==> config.mk <==
export PLATFORM = sky130hd
export DESIGN_NAME = pasmu_dp
export DESIGN_NICKNAME = d
export VERILOG_FILES = /design/src/pasmu_pkg.sv /design/src/pasmu_dp.sv
export SDC_FILE = /design/constraint.sdc
export NUM_CORES = 2
export LEC_CHECK = 0
export BUFFER_PORTS_ARGS = -buffer_cell sky130_fd_sc_hd__buf_2
export CAP_MARGIN = 5
export CORE_ASPECT_RATIO = 2
export CORE_MARGIN = 5
export CORE_UTILIZATION = 60
export DETAILED_ROUTE_END_ITERATION = 16
export HOLD_SLACK_MARGIN = 0.1
export PLACE_DENSITY = 0.76
export SLEW_MARGIN = 20
export SYNTH_ARGS = -nofsm -noshare
export SYNTH_HDL_FRONTEND = slang
export SYNTH_SLANG_ARGS = --single-unit
==> constraint.sdc <==
create_clock -name clk -period 24.9 [get_ports clk]
set_clock_uncertainty 0.1 [all_clocks]
set_input_delay 4.98 -clock clk [delete_from_list [all_inputs] [get_ports clk]]
set_output_delay 4.98 -clock clk [all_outputs]
set_load 0.03 [all_outputs]
==> src/pasmu_pkg.sv <==
`timescale 1ns / 1ps

package pasmu_pkg;

	// Capacity and fixed-point format.
	localparam int MAX_TERMS = 32;
	localparam int FRAC_BITS = 16;

	localparam int COEF_W = 32;
	localparam int OUT_W  = 48;
	localparam int PROD_W = 2 * COEF_W;
	localparam int SUM_W  = PROD_W + 1;

	localparam int IDX_W  = (MAX_TERMS > 1) ? $clog2(MAX_TERMS) : 1;
	localparam int LEN_W  = $clog2(MAX_TERMS + 1);
	localparam int SLOT_W = $clog2(2 * MAX_TERMS);

	// Request type codes.
	localparam logic [1:0] REQ_LOAD_A = 2'd0;
	localparam logic [1:0] REQ_LOAD_B = 2'd1;
	localparam logic [1:0] REQ_START  = 2'd2;

	// Operation codes; any other code multiplies.
	localparam logic [1:0] OP_ADD = 2'd0;
	localparam logic [1:0] OP_SUB = 2'd1;
	localparam logic [1:0] OP_MUL = 2'd2;

	typedef struct packed {
		logic [1:0]               req_type;
		logic [1:0]               op_select;
		logic signed [COEF_W-1:0] coef_in;
	} req_t;

	typedef struct packed {
		logic signed [OUT_W-1:0] coef_out;
		logic                    is_last;
		logic                    saturated;
	} rsp_t;

	// Controller to datapath.
	typedef struct packed {
		logic                    wr_a;
		logic                    wr_b;
		logic [IDX_W-1:0]        wr_addr;
		logic signed [COEF_W-1:0] wr_data;
		logic                    issue;
		logic [IDX_W-1:0]        a_addr;
		logic [IDX_W-1:0]        b_addr;
		logic                    a_zero;
		logic                    b_zero;
		logic                    first;
		logic                    last;
		logic                    is_last;
		logic [1:0]              op;
	} cmd_t;

	// Datapath to controller.
	typedef struct packed {
		logic advance;
		logic done;
	} stat_t;

endpackage

==> src/pasmu_dp.sv <==
`timescale 1ns / 1ps

module pasmu_dp (
	input  logic             clk,
	input  logic             arst_n,
	input  pasmu_pkg::cmd_t  cmd,
	output pasmu_pkg::stat_t stat,
	output logic             rsp_valid,
	input  logic             rsp_ready,
	output pasmu_pkg::rsp_t  rsp_data
);

	localparam logic signed [pasmu_pkg::SUM_W-1:0] OUT_MAX =
		(pasmu_pkg::SUM_W'(1) <<< (pasmu_pkg::OUT_W - 1)) - pasmu_pkg::SUM_W'(1);
	localparam logic signed [pasmu_pkg::SUM_W-1:0] OUT_MIN = -OUT_MAX - pasmu_pkg::SUM_W'(1);

	logic signed [pasmu_pkg::COEF_W-1:0] mem_a [pasmu_pkg::MAX_TERMS];
	logic signed [pasmu_pkg::COEF_W-1:0] mem_b [pasmu_pkg::MAX_TERMS];

	logic                                advance;

	// Stage 1: registered store reads.
	logic signed [pasmu_pkg::COEF_W-1:0] rd_a_s1, rd_b_s1;
	logic                                valid_s1, a_zero_s1, b_zero_s1;
	logic                                first_s1, last_s1, is_last_s1;
	logic [1:0]                          op_s1;

	// Stage 2: product or sum term.
	logic signed [pasmu_pkg::PROD_W-1:0] term_s2;
	logic                                valid_s2, first_s2, last_s2, is_last_s2;

	logic signed [pasmu_pkg::COEF_W-1:0] a_val, b_val;
	logic signed [pasmu_pkg::PROD_W-1:0] prod, term_d;

	logic signed [pasmu_pkg::OUT_W-1:0]  acc_q, base;
	logic                                sat_q, base_sat, ovf;
	logic signed [pasmu_pkg::SUM_W-1:0]  sum;
	logic signed [pasmu_pkg::OUT_W-1:0]  clamped;

	logic                                rsp_valid_q;
	pasmu_pkg::rsp_t                     rsp_q;

	// The whole pipeline holds while a result waits to be taken.
	assign advance      = !rsp_valid_q || rsp_ready;
	assign stat.advance = advance;
	assign stat.done    = rsp_valid_q && rsp_ready && rsp_q.is_last;

	always_ff @(posedge clk) begin
		if (cmd.wr_a) begin
			mem_a[cmd.wr_addr] <= cmd.wr_data;
		end
		if (cmd.wr_b) begin
			mem_b[cmd.wr_addr] <= cmd.wr_data;
		end
		if (advance) begin
			rd_a_s1 <= mem_a[cmd.a_addr];
			rd_b_s1 <= mem_b[cmd.b_addr];
		end
	end

	always_ff @(posedge clk) begin
		if (advance) begin
			a_zero_s1  <= cmd.a_zero;
			b_zero_s1  <= cmd.b_zero;
			first_s1   <= cmd.first;
			last_s1    <= cmd.last;
			is_last_s1 <= cmd.is_last;
			op_s1      <= cmd.op;
			term_s2    <= term_d;
			first_s2   <= first_s1;
			last_s2    <= last_s1;
			is_last_s2 <= is_last_s1;
		end
	end

	assign a_val = a_zero_s1 ? '0 : rd_a_s1;
	assign b_val = b_zero_s1 ? '0 : rd_b_s1;
	assign prod  = a_val * b_val;

	always_comb begin
		case (op_s1)
			pasmu_pkg::OP_ADD: term_d = a_val + b_val;
			pasmu_pkg::OP_SUB: term_d = a_val - b_val;
			default:           term_d = prod >>> pasmu_pkg::FRAC_BITS;
		endcase
	end

	// Accumulate with a clamp after every addition; the flag is sticky per slot.
	assign base     = first_s2 ? '0 : acc_q;
	assign base_sat = first_s2 ? 1'b0 : sat_q;
	assign sum      = base + term_s2;

	always_comb begin
		ovf     = 1'b0;
		clamped = sum[pasmu_pkg::OUT_W-1:0];
		if (sum > OUT_MAX) begin
			ovf     = 1'b1;
			clamped = OUT_MAX[pasmu_pkg::OUT_W-1:0];
		end else if (sum < OUT_MIN) begin
			ovf     = 1'b1;
			clamped = OUT_MIN[pasmu_pkg::OUT_W-1:0];
		end
	end

	always_ff @(posedge clk) begin
		if (advance && valid_s2) begin
			acc_q <= clamped;
			sat_q <= base_sat || ovf;
		end
		if (advance && valid_s2 && last_s2) begin
			rsp_q.coef_out  <= clamped;
			rsp_q.is_last   <= is_last_s2;
			rsp_q.saturated <= base_sat || ovf;
		end
	end

	always_ff @(posedge clk or negedge arst_n) begin
		if (!arst_n) begin
			valid_s1    <= 1'b0;
			valid_s2    <= 1'b0;
			rsp_valid_q <= 1'b0;
		end else if (advance) begin
			valid_s1    <= cmd.issue;
			valid_s2    <= valid_s1;
			rsp_valid_q <= valid_s2 && last_s2;
		end
	end

	assign rsp_valid = rsp_valid_q;
	assign rsp_data  = rsp_q;

endmodule

Word-level counts from Yosys, hierarchy flattened
Memory sizes are Yosys's and may differ from the RTL's. A register that Yosys moved wholly into a read port is not among the register bits.
Cells that the tools add are included.
Widths: inputs -> output; s select.
- register bits after elaboration: 176
- bits in writable memories: 2048
- bits of input ports: 60
- output and inout bits: 53
- word-level logic and storage cells: 49
- memories kept: 2
- $add $sub $neg: 3
- multipliers: 1
- magnitude comparators: 2
- equal/unequal tests: 1
- muxes and demuxes: 13
- reduce and logical (&&, ||, !) cells: 9
- memories (memory ; words ; bits a word ; read ports ; clocked after memory_dff ; wr ports ; RTL line ; source):
    mem_a ; 32 ; 32 ; 1 ; 1 ; 1 ; pasmu_dp.sv:17 ; logic signed [pasmu_pkg::COEF_W-1:0] mem_a [pasmu_pkg::MAX_TERMS];
    mem_b ; 32 ; 32 ; 1 ; 1 ; 1 ; pasmu_dp.sv:18 ; logic signed [pasmu_pkg::COEF_W-1:0] mem_b [pasmu_pkg::MAX_TERMS];
- operators by type and width (kind ; number):
    $mux 48 ; 3
    $pmux 64 s2 ; 1
    $add 48x64->65 ; 1
    $gt 65x48->1 const B ; 1
    $lt 65x48->1 const B ; 1
    $mul 32x32->64 ; 1
    $mux 32 ; 2
    $add 32x32->33 ; 1
    $sub 32x32->33 ; 1
    $mux 1 ; 7
    $logic_and 1x1->1 ; 5
    $eq 2x1->1 const B ; 1
    $logic_not 2->1 ; 1
    $logic_or 1x1->1 ; 2
    $logic_not 1->1 ; 1

Logic depth before layout (Yosys ltp)
- depth after elaboration: 6
- depth in mapped cells: 33
- depth with buffers taken out: 30

Worst setup path before layout
No wires, ideal clock.
- kind: input to output
- start: in rsp_ready
- end: out stat[1] (netlist name)
- arrival time: 8.549 ns
- data required time: 19.820 ns
- slack: 11.271 ns
- cell stages on the path: 2
- buffers on the path: 1
- cell sequence: nand2b_1 buf_4
- RTL lines (item ; RTL line ; source):
    start: declaration ; pasmu_dp.sv:9 ; input logic rsp_ready,
    end: declaration ; pasmu_dp.sv:7 ; output pasmu_pkg::stat_t stat,

Worst setup path in the final report
- start: reg b_zero_s1
- end: reg term_s2[41] (netlist name), data pin
- word-level cells in the longest chain between the ends: 3
- elaborated cells on any way between the ends: 5
- classes of those cells: 2 x add/sub; 1 x mul; 2 x mux
- RTL lines (item ; RTL line ; source):
    start: declaration ; pasmu_dp.sv:24 ; logic valid_s1, a_zero_s1, b_zero_s1;
    start signal: assignment ; pasmu_dp.sv:64 ; b_zero_s1 <= cmd.b_zero;
    $mux 32 * ; pasmu_dp.sv:77 ; assign b_val = b_zero_s1 ? '0 : rd_b_s1;
    $mul 32x32->64 (tied with other cells) ; pasmu_dp.sv:78 ; assign prod = a_val * b_val;
    $pmux 64 s2 * ; pasmu_dp.sv:81 ; case (op_s1)
    named net term_d, one bit ; pasmu_dp.sv:33 ; logic signed [pasmu_pkg::PROD_W-1:0] prod, term_d;
    end signal: assignment ; pasmu_dp.sv:69 ; term_s2 <= term_d;
    end: declaration ; pasmu_dp.sv:29 ; logic signed [pasmu_pkg::PROD_W-1:0] term_s2;
Mark *: on every way through the listed nets, which the timed path passes. The rest lies on a longest branch.
A chain may end at the register's enable or synchronous reset.

==> results.yml <==
outcome:
  outcome: "completed"
worst_setup_path:
  reg2reg_from: "b_zero_s1"
  crit_path_end_kind: "flop"
  cp_top_family: "adder cells"
  rrSetupSlack_ns: 13.56
  worstReg2RegEnd: "term_s2[41]"
  start_kind: "flop"
  slowest_delay_ns: 0.79
  ff2ff_path_depth: 26
  path_buf_inv: 5
  crit_end: "term_s2[41]"
  cp_num_cells: 26
  crit_path_max_fanout: 32
  crit_path_top_delay_cell: "a21oi_1"
  crit_type: "reg -> reg"
  cp_data_arrival_time_ns: 11.82
  crit_top_cell: "fa_1"
  worstPathRequired_ns: 25.38
  worstSetupStartpoint: "b_zero_s1"
sta:
  hold_violations: 0
  rsz0062_at_grt: "false"
  fmaxAchievable_mhz: 88.2
  worst_pin_slew_ns: 1.19
  layout_min_cycle_time_ns: 11.34
  drv_slew: 0
  relSlewSlack: 0.207
  fin_crit_sh: 0.455
  setup_viol: 0
  setup_tns_ns: 0
synth:
  netlist_instances: 8156
  synth_edf_count: 2269
  syn_area_per_cell_um2: 15.5
  synthFlopType: "edfxtp_1"
  synthArstFlopShare: 0.00132
  ys_warn_count: 0
  ys_seq_area_frac: 0.541
  ys_ff_latch: 2272
  syn-num-nets: 9593
  ys_types: 85
  synth_area_mm2: 0.126
drt:
  dr.pass1.iters: 8
  detail_route.iter0.violations: 8249
  wl_um: 389000
  num_vias: 73800
  ant_nets: 0
  drc: 0
  vias_per_cell: 6.60
  routedWlPerCell_um: 34.8
floorplanning:
  start_util: 0.601
  num_rows: 238
  die_w_um: 334
  fp.dieH_um: 658
  ios: 113
  coreArea_mm2: 0.210
  fp.dieArea_mm2: 0.220
worst_hold_path:
  hold_class: "reg -> reg"
  hp-start: "is_last_s2"
layout:
  drive_gt1_frac: 0.168
  regArea_mm2: 0.0682
  n_fill_cell: 14300
  multiInputGateArea_mm2: 0.0528
  layout_common_cells: "2,269 x edfxtp_1, 1,084 x fa_1, 1,032 x inv_1"
  nets: 9687
  area_growth_pct: 8.54
  final_common_cell: "edfxtp_1"
grt:
  overflow: 0
  antenna_found_initial: 41
  grt_pass1_wl_um: 557000
  grt_use_total: 0.360
  grt_max_degree: 140
  grt_pass1_vias: 80300
placement:
  gp_congestion: 1.04
  dp_hpwl_um: 254000
  portBuffers: 112
clocking:
  cts_root_buffer: "clkbuf_16"
  cts_buffer_depth: 4
  cts_resized: 0
  cts_tree: "done"
  cts.reportedPaths.clkPinSlew_ns: 0.07
  post-cts-setup-buffer-count: 0
  h-tree-depth: 4
  numCtsBuffers: 190
  clk_latency_ns: 0.87
  cts_sinks: 2272
  holdBufCountCts: 0
flow_run:
  maxCapViolations: 0
-- routing by layer --
layer,share of wire,GRT usage
met1,0.28,0.367
met2,0.51,0.627
met3,0.091,0.0801
met4,0.11,0.295
met5,0.00054,0
-- through the flow --
| stage | hold slack, ns | utilization | cells | worst slack (ns) | instance area [um2] |
|---|---|---|---|---|---|
| after floorplan | 0.300 | - | 8156 | 11.27 | 126000 |
| after global placement | 0.306 | 0.623 | 10800 | 13.97 | 131000 |
| after detailed placement | 0.305 | 0.623 | 10800 | 13.92 | 131000 |
| after CTS | 0.334 | 0.652 | 11100 | 13.90 | 137000 |
| after global routing | 0.340 | 0.653 | 11200 | 13.30 | 137000 |
| final | 0.331 | 0.653 | 11200 | 13.56 | 137000 |
-- worst min-delay path by stage --
stage                              to  slack, ns  depth (start not counted)
final                     rsp_data[1]       0.33                          0
after global routing      rsp_data[1]       0.34                          0
after CTS                     last_s2       0.33                          0
after detailed placement   is_last_s2       0.30                          0
after global placement     is_last_s2       0.31                          0
after floorplan              first_s2       0.30                          0
-- synth_stat cells (7+ instances only) --
library cell	number	area [um2]
inv_1	1043	3920
o211ai_1	15	113
buf_2	14	70.1
nand3b_1	12	90.1
edfxtp_1	2269	68100
nor3_1	23	115
and2_1	9	56.3
xor2_1	39	342
fa_1	1084	21700
and4_1	7	61.3
and3_1	12	75.1
clkinv_1	21	78.8
ha_1	293	3670
clkbuf_1	294	1100
o21a_1	23	173
a21oi_1	185	926
o21ai_0	113	566
a31oi_1	15	93.8
o31ai_1	9	67.6
buf_1	104	390
mux2i_1	9	90.1
or3_1	12	75.1
nand4_1	27	169
o21bai_1	17	128
xnor2_1	93	815
nand2_1	575	2160
mux2_2	69	777
a211oi_1	17	128
o21ai_1	31	155
nor2b_1	97	607
nor4_1	7	43.8
mux4_2	640	14400
nand2b_1	55	344
nor2_1	697	2620
nand3_1	31	155
a21o_1	74	556
-- cell families after synthesis --
group                    Yosys count  share of synthesized area
AO/OA/AOI/OAI                    588                     0.0294
XOR/XNOR                         132                    0.00917
adder cells (fa/ha/maj)         1380                      0.201
buffers and inverters           1481                     0.0443
flip-flops                      2272                      0.541
multiplexers                     718                      0.121
AND/OR/NAND/NOR                 1585                     0.0534
-- flip-flops by register name, indices dropped and copies added (netlist names), 2 cells and up --
register  count
mem_b      1024
rd_b_s1      32
rd_a_s1      32
rsp_data     50
acc_q        48
op_s1         2
mem_a      1024
term_s2      48
-- cell type report --
class / count / area share
inverters: 1066 / 0.0292
clock buffers: 227 / 0.0361
clock inverters: 110 / 0.00786
multi-input cells: 4403 / 0.386
diodes: 17 / 0.000311
well taps: 2760 / 0.0252
repair buffers: 317 / 0.0168
flip-flops and latches: 2272 / 0.498
-- worst register-to-register path, cell delays in order (launching register included) --
cell and delay (ns):
edfxtp_1 0.32, buf_4 0.49, nand2b_1 0.21, buf_4 0.59
inv_1 0.72, ha_1 0.59, fa_1 0.55, fa_1 0.51
inv_1 0.05, fa_1 0.49, fa_1 0.53, inv_1 0.06
fa_1 0.58, fa_1 0.44, fa_1 0.45, fa_1 0.44
ha_1 0.42, a21o_1 0.22, a21oi_1 0.64, o2111ai_1 0.26
a21oi_1 0.79, o21ai_0 0.56, nand3_1 0.43, a21boi_0 0.18
a21oi_1 0.21, xnor2_1 0.08, a21o_1 0.17
Power is not shown: default switching activity piles up to over one toggle a cycle in this logic, so the estimate is an artifact.
