--- src/pasmu_pkg.sv ---
`timescale 1ns / 1ps

package pasmu_pkg;

	// Capacity and fixed-point format.
	localparam int MAX_TERMS = 32;
	localparam int FRAC_BITS = 16;

	localparam int COEF_W = 32;
	localparam int OUT_W  = 48;
	localparam int PROD_W = 2 * COEF_W;
	localparam int SUM_W  = PROD_W + 1;

	localparam int IDX_W  = (MAX_TERMS > 1) ? $clog2(MAX_TERMS) : 1;
	localparam int LEN_W  = $clog2(MAX_TERMS + 1);
	localparam int SLOT_W = $clog2(2 * MAX_TERMS);

	// Request type codes.
	localparam logic [1:0] REQ_LOAD_A = 2'd0;
	localparam logic [1:0] REQ_LOAD_B = 2'd1;
	localparam logic [1:0] REQ_START  = 2'd2;

	// Operation codes; any other code multiplies.
	localparam logic [1:0] OP_ADD = 2'd0;
	localparam logic [1:0] OP_SUB = 2'd1;
	localparam logic [1:0] OP_MUL = 2'd2;

	typedef struct packed {
		logic [1:0]               req_type;
		logic [1:0]               op_select;
		logic signed [COEF_W-1:0] coef_in;
	} req_t;

	typedef struct packed {
		logic signed [OUT_W-1:0] coef_out;
		logic                    is_last;
		logic                    saturated;
	} rsp_t;

	// Controller to datapath.
	typedef struct packed {
		logic                    wr_a;
		logic                    wr_b;
		logic [IDX_W-1:0]        wr_addr;
		logic signed [COEF_W-1:0] wr_data;
		logic                    issue;
		logic [IDX_W-1:0]        a_addr;
		logic [IDX_W-1:0]        b_addr;
		logic                    a_zero;
		logic                    b_zero;
		logic                    first;
		logic                    last;
		logic                    is_last;
		logic [1:0]              op;
	} cmd_t;

	// Datapath to controller.
	typedef struct packed {
		logic advance;
		logic done;
	} stat_t;

endpackage

--- src/pasmu_ctrl.sv ---
`timescale 1ns / 1ps

module pasmu_ctrl (
	input  logic            clk,
	input  logic            arst_n,
	input  logic            req_valid,
	output logic            req_ready,
	input  pasmu_pkg::req_t req_data,
	input  pasmu_pkg::stat_t stat,
	output pasmu_pkg::cmd_t cmd
);

	typedef enum logic [2:0] {
		ST_IDLE  = 3'b001,
		ST_RUN   = 3'b010,
		ST_DRAIN = 3'b100
	} state_t;

	state_t state_q;

	logic [pasmu_pkg::LEN_W-1:0]  len_a_q, len_b_q;
	logic [pasmu_pkg::SLOT_W-1:0] la_q, lb_q, n_q, s_q, j_q;
	logic                         a_empty_q, b_empty_q, mul_q;
	logic [1:0]                   op_q;

	logic                         accept;
	logic                         a_room, b_room;
	logic [pasmu_pkg::SLOT_W-1:0] la_eff, lb_eff, n_start;
	logic [pasmu_pkg::SLOT_W-1:0] a_off, b_off, j_hi, s_nxt, j_lo_nxt, k_idx;
	logic [pasmu_pkg::SLOT_W-1:0] a_add_idx, b_add_idx;
	logic                         step_last;

	assign req_ready = (state_q == ST_IDLE);
	assign accept    = req_valid && req_ready;
	assign a_room    = len_a_q < pasmu_pkg::LEN_W'(pasmu_pkg::MAX_TERMS);
	assign b_room    = len_b_q < pasmu_pkg::LEN_W'(pasmu_pkg::MAX_TERMS);

	// An empty operand behaves as a single zero term.
	assign la_eff = (len_a_q == '0) ? pasmu_pkg::SLOT_W'(1) : pasmu_pkg::SLOT_W'(len_a_q);
	assign lb_eff = (len_b_q == '0) ? pasmu_pkg::SLOT_W'(1) : pasmu_pkg::SLOT_W'(len_b_q);

	always_comb begin
		case (req_data.op_select)
			pasmu_pkg::OP_ADD, pasmu_pkg::OP_SUB: begin
				n_start = (la_eff > lb_eff) ? la_eff : lb_eff;
			end
			default: begin
				n_start = la_eff + lb_eff - pasmu_pkg::SLOT_W'(1);
			end
		endcase
	end

	// Add and subtract align terms by degree against the longer operand.
	assign a_off     = n_q - la_q;
	assign b_off     = n_q - lb_q;
	assign a_add_idx = s_q - a_off;
	assign b_add_idx = s_q - b_off;

	// Multiply: slot s sums first[j] * second[s - j] over the valid j range.
	assign k_idx    = s_q - j_q;
	assign j_hi     = (s_q < la_q) ? s_q : (la_q - pasmu_pkg::SLOT_W'(1));
	assign s_nxt    = s_q + pasmu_pkg::SLOT_W'(1);
	assign j_lo_nxt = (s_nxt >= lb_q) ? (s_nxt - lb_q + pasmu_pkg::SLOT_W'(1)) : '0;
	assign step_last = mul_q ? (j_q == j_hi) : 1'b1;

	always_comb begin
		cmd.wr_a    = accept && (req_data.req_type == pasmu_pkg::REQ_LOAD_A) && a_room;
		cmd.wr_b    = accept && (req_data.req_type == pasmu_pkg::REQ_LOAD_B) && b_room;
		cmd.wr_addr = (req_data.req_type == pasmu_pkg::REQ_LOAD_A) ?
			len_a_q[pasmu_pkg::IDX_W-1:0] : len_b_q[pasmu_pkg::IDX_W-1:0];
		cmd.wr_data = req_data.coef_in;
		cmd.issue   = (state_q == ST_RUN) && stat.advance;
		cmd.first   = mul_q ? (j_q == ((s_q >= lb_q) ? (s_q - lb_q + pasmu_pkg::SLOT_W'(1)) : '0))
			: 1'b1;
		cmd.last    = step_last;
		cmd.is_last = (s_q == n_q - pasmu_pkg::SLOT_W'(1));
		cmd.op      = op_q;
		if (mul_q) begin
			cmd.a_addr = j_q[pasmu_pkg::IDX_W-1:0];
			cmd.b_addr = k_idx[pasmu_pkg::IDX_W-1:0];
			cmd.a_zero = a_empty_q;
			cmd.b_zero = b_empty_q;
		end else begin
			cmd.a_addr = a_add_idx[pasmu_pkg::IDX_W-1:0];
			cmd.b_addr = b_add_idx[pasmu_pkg::IDX_W-1:0];
			cmd.a_zero = a_empty_q || (s_q < a_off);
			cmd.b_zero = b_empty_q || (s_q < b_off);
		end
	end

	always_ff @(posedge clk or negedge arst_n) begin
		if (!arst_n) begin
			state_q   <= ST_IDLE;
			len_a_q   <= '0;
			len_b_q   <= '0;
			la_q      <= '0;
			lb_q      <= '0;
			n_q       <= '0;
			s_q       <= '0;
			j_q       <= '0;
			a_empty_q <= 1'b0;
			b_empty_q <= 1'b0;
			mul_q     <= 1'b0;
			op_q      <= pasmu_pkg::OP_ADD;
		end else begin
			case (state_q)
				ST_IDLE: begin
					if (cmd.wr_a) begin
						len_a_q <= len_a_q + pasmu_pkg::LEN_W'(1);
					end
					if (cmd.wr_b) begin
						len_b_q <= len_b_q + pasmu_pkg::LEN_W'(1);
					end
					if (accept && (req_data.req_type == pasmu_pkg::REQ_START)) begin
						la_q      <= la_eff;
						lb_q      <= lb_eff;
						n_q       <= n_start;
						a_empty_q <= (len_a_q == '0);
						b_empty_q <= (len_b_q == '0);
						op_q      <= req_data.op_select;
						mul_q     <= !(req_data.op_select inside {pasmu_pkg::OP_ADD,
							pasmu_pkg::OP_SUB});
						s_q       <= '0;
						j_q       <= '0;
						len_a_q   <= '0;
						len_b_q   <= '0;
						state_q   <= ST_RUN;
					end
				end
				ST_RUN: begin
					if (cmd.issue) begin
						if (step_last) begin
							if (cmd.is_last) begin
								state_q <= ST_DRAIN;
							end else begin
								s_q <= s_nxt;
								j_q <= j_lo_nxt;
							end
						end else begin
							j_q <= j_q + pasmu_pkg::SLOT_W'(1);
						end
					end
				end
				ST_DRAIN: begin
					if (stat.done) begin
						state_q <= ST_IDLE;
					end
				end
				default: begin
					state_q <= ST_IDLE;
				end
			endcase
		end
	end

endmodule

--- config.mk ---
export PLATFORM = sky130hd
export DESIGN_NAME = pasmu_ctrl
export DESIGN_NICKNAME = d
export VERILOG_FILES = /design/src/pasmu_pkg.sv /design/src/pasmu_ctrl.sv
export SDC_FILE = /design/constraint.sdc
export NUM_CORES = 1
export LEC_CHECK = 0
export ABC_AREA = 0
export BUFFER_PORTS_ARGS = -buffer_cell sky130_fd_sc_hd__buf_2
export CAP_MARGIN = 20
export CORE_UTILIZATION = 50
export CTS_CLUSTER_DIAMETER = 150
export CTS_CLUSTER_SIZE = 10
export DETAILED_ROUTE_END_ITERATION = 8
export PLACE_DENSITY = 0.76
export SKIP_CTS_REPAIR_TIMING = 1
export SKIP_LAST_GASP = 1
export SLEW_MARGIN = 30
export SYNTH_ARGS = -nofsm -noshare
export SYNTH_HDL_FRONTEND = slang
export SYNTH_SLANG_ARGS = --single-unit
--- constraint.sdc ---
create_clock -name clk -period 2.9 [get_ports clk]
set_clock_uncertainty 0.1 [all_clocks]
set_input_delay 0 -clock clk [delete_from_list [all_inputs] [get_ports clk]]
set_output_delay 0 -clock clk [all_outputs]
set_load 0.02 [all_outputs]
Word-level counts from Yosys, hierarchy flattened
Index checks and enable logic that the tools add are counted.
Storage, ports and cells
  register bits: 50
  input bits: 41
  output and inout port bits: 58
  logic and storage cells: 108
Operators by class
  add/sub/neg operators: 17
  magnitude comparators: 8
  eq/ne operators: 16
  muxes and demuxes: 30
  reduce and logical (&&, ||, !) cells: 25
Operators with widths (number)
  6-bit two-way mux: 18
  6-bit by 1-bit adder with 6-bit output (second input constant): 6
  6-bit one-hot mux with 2 select lines: 2
  6-bit subtractor: 4
  6-bit == test: 3
  6-bit < comparator: 3
  6-bit by 1-bit subtractor with 6-bit output (second input constant): 3
  3-bit two-way mux: 5
  5-bit subtractor: 3
  6-bit >= comparator: 2
  6-bit zero test: 2
  6-bit < comparator (second input constant): 2
  12-bit two-way mux: 1
  2-bit inequality test (second input constant): 5
  5-bit AND reduction: 2
  3-bit one-hot mux with 3 select lines: 1
  2-bit nonzero test: 4
  1-bit logical AND: 7
  6-bit adder: 1
  6-bit > comparator: 1
  2-bit AND reduction: 3
  5-bit two-way mux: 1
  2-bit by 1-bit == test with 1-bit output (second input constant): 2
  2-bit zero test: 2
  other kinds (11): 13

Depth between registers and ports, before layout
Gate-level depths: netlist (run 1).
  depth after elaboration: 8
  mapped depth: 16
  depth with buffers taken out: 16

Least setup slack after synthesis (run 1)
OpenSTA, ideal clock, no wires.
  path type: reg-to-output
  from: register s_q[1] (netlist bit)
  to: output port cmd[4] (netlist bit)
  arrival time: 2.948 ns
  required time: 2.800 ns
  path slack: -0.148 ns
  cell stages (with the launch flop): 13
  path buffers: 0
  path through: dfrtp_1 > ha_1 > inv_1 > ha_1 > fa_1 > a21o_1 > a21oi_1 > xnor2_1 > xnor2_1 > nand3_1 > o21ai_0 > a22oi_1 > o31ai_1
RTL lines
  start: declaration: RTL line pasmu_ctrl.sv:22  | logic [pasmu_pkg::SLOT_W-1:0] la_q, lb_q, n_q, s_q, j_q;
  start signal: assignment: RTL line pasmu_ctrl.sv:136  | s_q <= s_nxt;
  end: declaration: RTL line pasmu_ctrl.sv:10  | output pasmu_pkg::cmd_t cmd

==> out/qor.csv, run 1 <==
metric;value;unit
firstDrtPassIters;5;
synth_edf_count;0;
cts.reportedPaths.clkPinSlew;0.10;ns
yosysSeqAreaShare;23.0;%
finalNonFillerCells;839;
die_area;11300;sq um
ys_types;67;
cts_buffers;5;
wirelength;14300;microns
syn_avg_cell_area;8.74;sq um
cts_tree;done;
rsz0062_at_grt;true;
initial_core_util;52.1;%
grt_max_degree;42;
synth.top_cell.area_share;22.5;%
place.gp.congestion;0.911;
leakage;3.06;nW
antennaDiodeCount;0;
async_reset_ff_share;100;%
ys_ff_latch;50;
io_buffers;34;
final_area;6520;sq um
timing.final.ws_setup;-0.167;ns
cts_num_sinks;50;
outcome;finished, violations left;
cp.required;2.80;ns
grtUsageTotal;24.7;%
vias;4750;
slowest_delay;0.37;ns
synth.cell_area;5450;sq um
crit_buf_inv;3;
criticalPathCategory;register to output pin;
root_buffer;clkbuf_8;
period_minus_slack;3.07;ns
drt-vias-per-instance;5.66;
worstPathArrival;2.97;ns
mostFrequentLayoutCells;70 x ha_1, 61 x inv_1, 56 x buf_4;
postRouteAntennaNets;0;
synthTopCellsByArea;dfrtp_1 23%, ha_1 18%, xnor2_1 5.8%;
whs;0.0365;ns
slew_headroom;59.9;%
critical-path-slowest-cell;dfrtp_1;
grt.overflow.total;0;
wl_per_cell;17.1;microns
powerDensity;683;nW/um^2
synthToLayoutAreaGrowth;19.7;%
synthesis.nets;752;
cp_common_cell;inv_1;
clk_path_buf_depth;2;
place_area;5790;sq um
hold_class;input port to register;
utilization;62.3;%
grt_pass1_wl;21800;microns
hold_viol;0;
antenna_found_initial;0;
vdd_drop_max;0.690;mV
io_pins;99;
violations;setup timing;
tns;-0.250;ns
die_h;106;microns
post-route-period-util;106;%
drv_slew;0;
clock.fmax;326;MHz
post-synth-top-area-cell;dfrtp_1;
synthCells;623;
end_kind;output pin;
maxCapViolations;0;
drt_iter0_markers;329;
clock_latency;0.32;ns
die_w;106;microns
fin_nets;831;
final_common_cell;ha_1;
drc;0;
yosysWarningCount;0;
tightest_slew;0.600;ns
start_kind;register;
synth_ff_type;dfrtp_1;
drive_above_1_share;23.5;%
finalSetupViolCount;2;
worstPathCellList;inv_1 > ha_1 > inv_1 > ha_2 > fa_2 > a21o_1 > a21oi_2 > xnor2_2 > xnor2_1 > nand3_1 > o21ai_1 > a22oi_1 > o31ai_2 > buf_4;
dp_hpwl;10600;microns
worst-path-max-fanout;3;
grt_pass1_vias;4461;
rows;37;
path_delay_family;adder cells;
dpl.cell_count;784;
design.core.area;10500;sq um
htreeDepth;2;
per-layer routing:
layer / GRT usage, % / part of all wire (%) / up-vias
li1: - / - / 2259
met1: 31.5 / 43 / 2296
met5: 0 / 0 / -
met2: 42.4 / 50 / 169
met4: 9.03 / 2.2 / 0
met3: 3.49 / 5.0 / 26
kinds of logic after synthesis:
family	Yosys count	synth area share (%)
multiplexers	17	3.26
XOR/XNOR	59	9.49
buffers and inverters	122	11.3
flip-flops	50	23.0
AND/OR/NAND/NOR	146	13.6
AO/OA/AOI/OAI	141	17.6
adder cells (fa/ha/maj)	88	21.7
state kept, by name (all words and copies together), names as in the netlist, 3 cells and up:
register / count
j_q: 6
lb_q: 6
len_a_q: 6
len_b_q: 6
n_q: 6
la_q: 6
s_q: 6
state_q: 3
worst reg2reg max path: cells and delay by family, from the launching register on:
kind / cells / cell delay, ns
flops: 1 / 0.39
simple gates: 1 / 0.11
mux: 1 / 0.09
buf+inv: 3 / 0.33
compound gates: 3 / 0.43
fa+ha+maj: 4 / 1.21
xor+xnor: 1 / 0.13
metrics by stage:
step | total power [mW] | setup WS [ns]
after detailed placement | 3.73 | -0.0239
final | 4.45 | -0.167
after floorplan | 3.05 | -0.00725
after global placement | 3.63 | 0.119
after CTS | 4.17 | -0.339
after global routing | 4.77 | -0.305
area by class of cell:
class                           instances  area [sq um]
Timing Repair Buffer                  128          1000
Clock inverter                          1          5.00
Clock buffer                            7          86.3
Multi-Input combinational cell        451          3750
Fill cell                             884          3940
Sequential cell                        50          1250
Inverter                               66           248
Tap cell                              136           170
where the power goes:
group          switching (mW)  internal, mW  leakage [nW]
logic                    1.71          1.35          2.39
clock network           0.240         0.193        0.0482
registers               0.158         0.796         0.621
total                    2.11          2.34          3.06
path summary, 6_finish.rpt:
kind	from	slack, ns	cells past startpoint	end
hold / removal	req_valid	0.04	4	op_q[0]
hold reg to reg	op_q[0]	0.38	2	op_q[0]
max in group asynchronous	arst_n	2.02	3	len_b_q[1]
setup / recovery	lb_q[1]	-0.17	14	cmd[4]
min in group asynchronous	arst_n	0.10	2	state_q[1]
setup reg to reg	s_q[1]	0.04	13	j_q[5]
cells in the mapped netlist (11+ instances only):
cell	n
fa_1	11
xor2_1	23
clkbuf_1	17
inv_1	66
nand2_1	49
nor2_1	35
mux2i_1	11
o21ai_0	38
dfrtp_1	49
a21o_1	20
ha_1	77
buf_4	33
xnor2_1	36
a21oi_1	35
Note: power is estimated with default switching activity, not from simulation.
==> run 2: changes to the inputs <==
HOLD_SLACK_MARGIN = 0.1   (was not set)
==> out/qor.csv, run 2 (synthesis gave the netlist of run 1 again) <==
metric;value;unit;change
final_area;6530;sq um;+0.15%
die_area;11300;sq um;unchanged
grt.overflow.total;0;;unchanged
cts.reportedPaths.clkPinSlew;0.10;ns;about the same
timing.final.ws_setup;-0.158;ns;+0.00841 ns
root_buffer;clkbuf_8;;
grt_pass1_vias;4461;;unchanged
final_common_cell;ha_1;;
leakage;3.07;nW;+0.22%
initial_core_util;52.1;%;unchanged
place_area;5790;sq um;unchanged
synthToLayoutAreaGrowth;19.8;%;
finalSetupViolCount;2;;unchanged
tightest_slew;0.608;ns;+0.00810 ns
start_kind;register;;
clk_path_buf_depth;2;;unchanged
antennaDiodeCount;0;;unchanged
powerDensity;682;nW/um^2;-0.19%
cts_tree;done;;
wl_per_cell;17.0;microns;-0.15%
period_minus_slack;3.06;ns;-0.00841 ns
drt-vias-per-instance;5.63;;-0.50%
rows;37;;unchanged
drc;0;;unchanged
rsz0062_at_grt;true;;
clock.fmax;327;MHz;+0.28%
r2r_end;j_q[5];;
hold_class;input port to register;;
io_buffers;34;;unchanged
cp_common_cell;inv_1;;
criticalPathCategory;register to output pin;;
wirelength;14300;microns;about the same
cts_buffers;5;;unchanged
worst_r2r_startpoint;s_q[1];;
fin_nets;832;;+0.12%
die_w;106;microns;unchanged
tns;-0.238;ns;+0.0117 ns
maxCapViolations;0;;unchanged
clock_latency;0.31;ns;about the same
violations;setup timing;;
outcome;finished, violations left;;
vdd_drop_max;0.690;mV;about the same
worstHoldPathCells;5;;+1
end_kind;output pin;;
htreeDepth;2;;unchanged
p_total;4.45;mW;about the same
hold_viol;0;;unchanged
post-route-period-util;105;%;-0.29 points
cts_num_sinks;50;;unchanged
r2r_setup_slack;0.03;ns;about the same
hold_end;len_b_q[2];;
min_from;req_data[35];;
grt_max_degree;42;;unchanged
die_h;106;microns;unchanged
drt_iter0_markers;360;;+9.4%
postRouteAntennaNets;0;;unchanged
cp.depth;14;;unchanged
slew_headroom;59.3;%;-0.54 points
place.gp.congestion;0.911;;unchanged
worstRegToRegCells;13;;unchanged
io_pins;99;;unchanged
grtUsageTotal;24.7;%;unchanged
critical-path-slowest-cell;dfrtp_1;;
mostFrequentLayoutCells;70 x ha_1, 61 x inv_1, 56 x buf_4;;
worstPathCellList;inv_1 > ha_1 > inv_1 > ha_2 > fa_2 > a21o_1 > a21oi_2 > xnor2_2 > xnor2_1 > nand3_1 > o21ai_1 > a22oi_1 > o31ai_2 > buf_4;;
vias;4732;;-0.38%
dp_hpwl;10600;microns;unchanged
drv_slew;0;;unchanged
worst-path-max-fanout;3;;unchanged
drive_above_1_share;23.4;%;-0.033 points
crit_buf_inv;3;;unchanged
firstDrtPassIters;5;;unchanged
antenna_found_initial;0;;unchanged
path_delay_family;adder cells;;
slowest_delay;0.37;ns;about the same
cp.required;2.80;ns;about the same
worstPathArrival;2.96;ns;about the same
design.core.area;10500;sq um;unchanged
grt_pass1_wl;21800;microns;unchanged
==> run 2: power by group <==
part,internal (mW),switching (mW),total (mW)
sequential,0.796,0.156,0.952
clock,0.193,0.240,0.434
combinational,1.35,1.71,3.06
==> run 2: cell type report <==
type / count / area [sq um]
well taps: 136 / 170
clock inverters: 1 / 5.00
fillers: 884 / 3930
repair buffers: 129 / 1010
flip-flops and latches: 50 / 1250
multi-input cells: 451 / 3750
clock buffers: 7 / 86.3
inverters: 66 / 248
==> run 2: worst max path at each step <==
stage | to | slack [ns] | startpoint
floorplan | cmd[4] | -0.007 | s_q[1]
global placement | j_q[2] | 0.12 | la_q[3]
detailed placement | n_q[5] | -0.02 | len_a_q[0]
CTS | cmd[4] | -0.34 | lb_q[1]
global route | cmd[4] | -0.30 | lb_q[1]
finish | cmd[4] | -0.16 | lb_q[1]
==> run 2: worst min-delay path: cells and delay by family <==
family	cells	cell delay, ns
and+or+nand+nor	3	0.26
buffers and inverters	1	0.13
xor gates and xnor gates	1	0.06
==> run 2: metrics by stage <==
stage               std cells  setup WS [ns]  utilization, %  hold WS, ns
floorplan                 623       -0.00725               -       -0.396
detailed placement        784        -0.0239            55.4      -0.0999
global route              840         -0.305            62.4        0.104
finish                    840         -0.158            62.4       0.0859
CTS                       792         -0.339            56.2       -0.223
global placement          784          0.119            55.4      -0.0999
==> run 2: metal layers <==
layer	wire length (microns)	share of wire (%)	vias to the layer above	global-route usage [%]
li1	-	-	2256	-
met5	0	0	-	0
met1	6090	43	2272	31.5
met4	281	2.0	0	9.03
met2	7150	50	180	42.4
met3	800	5.6	24	3.49
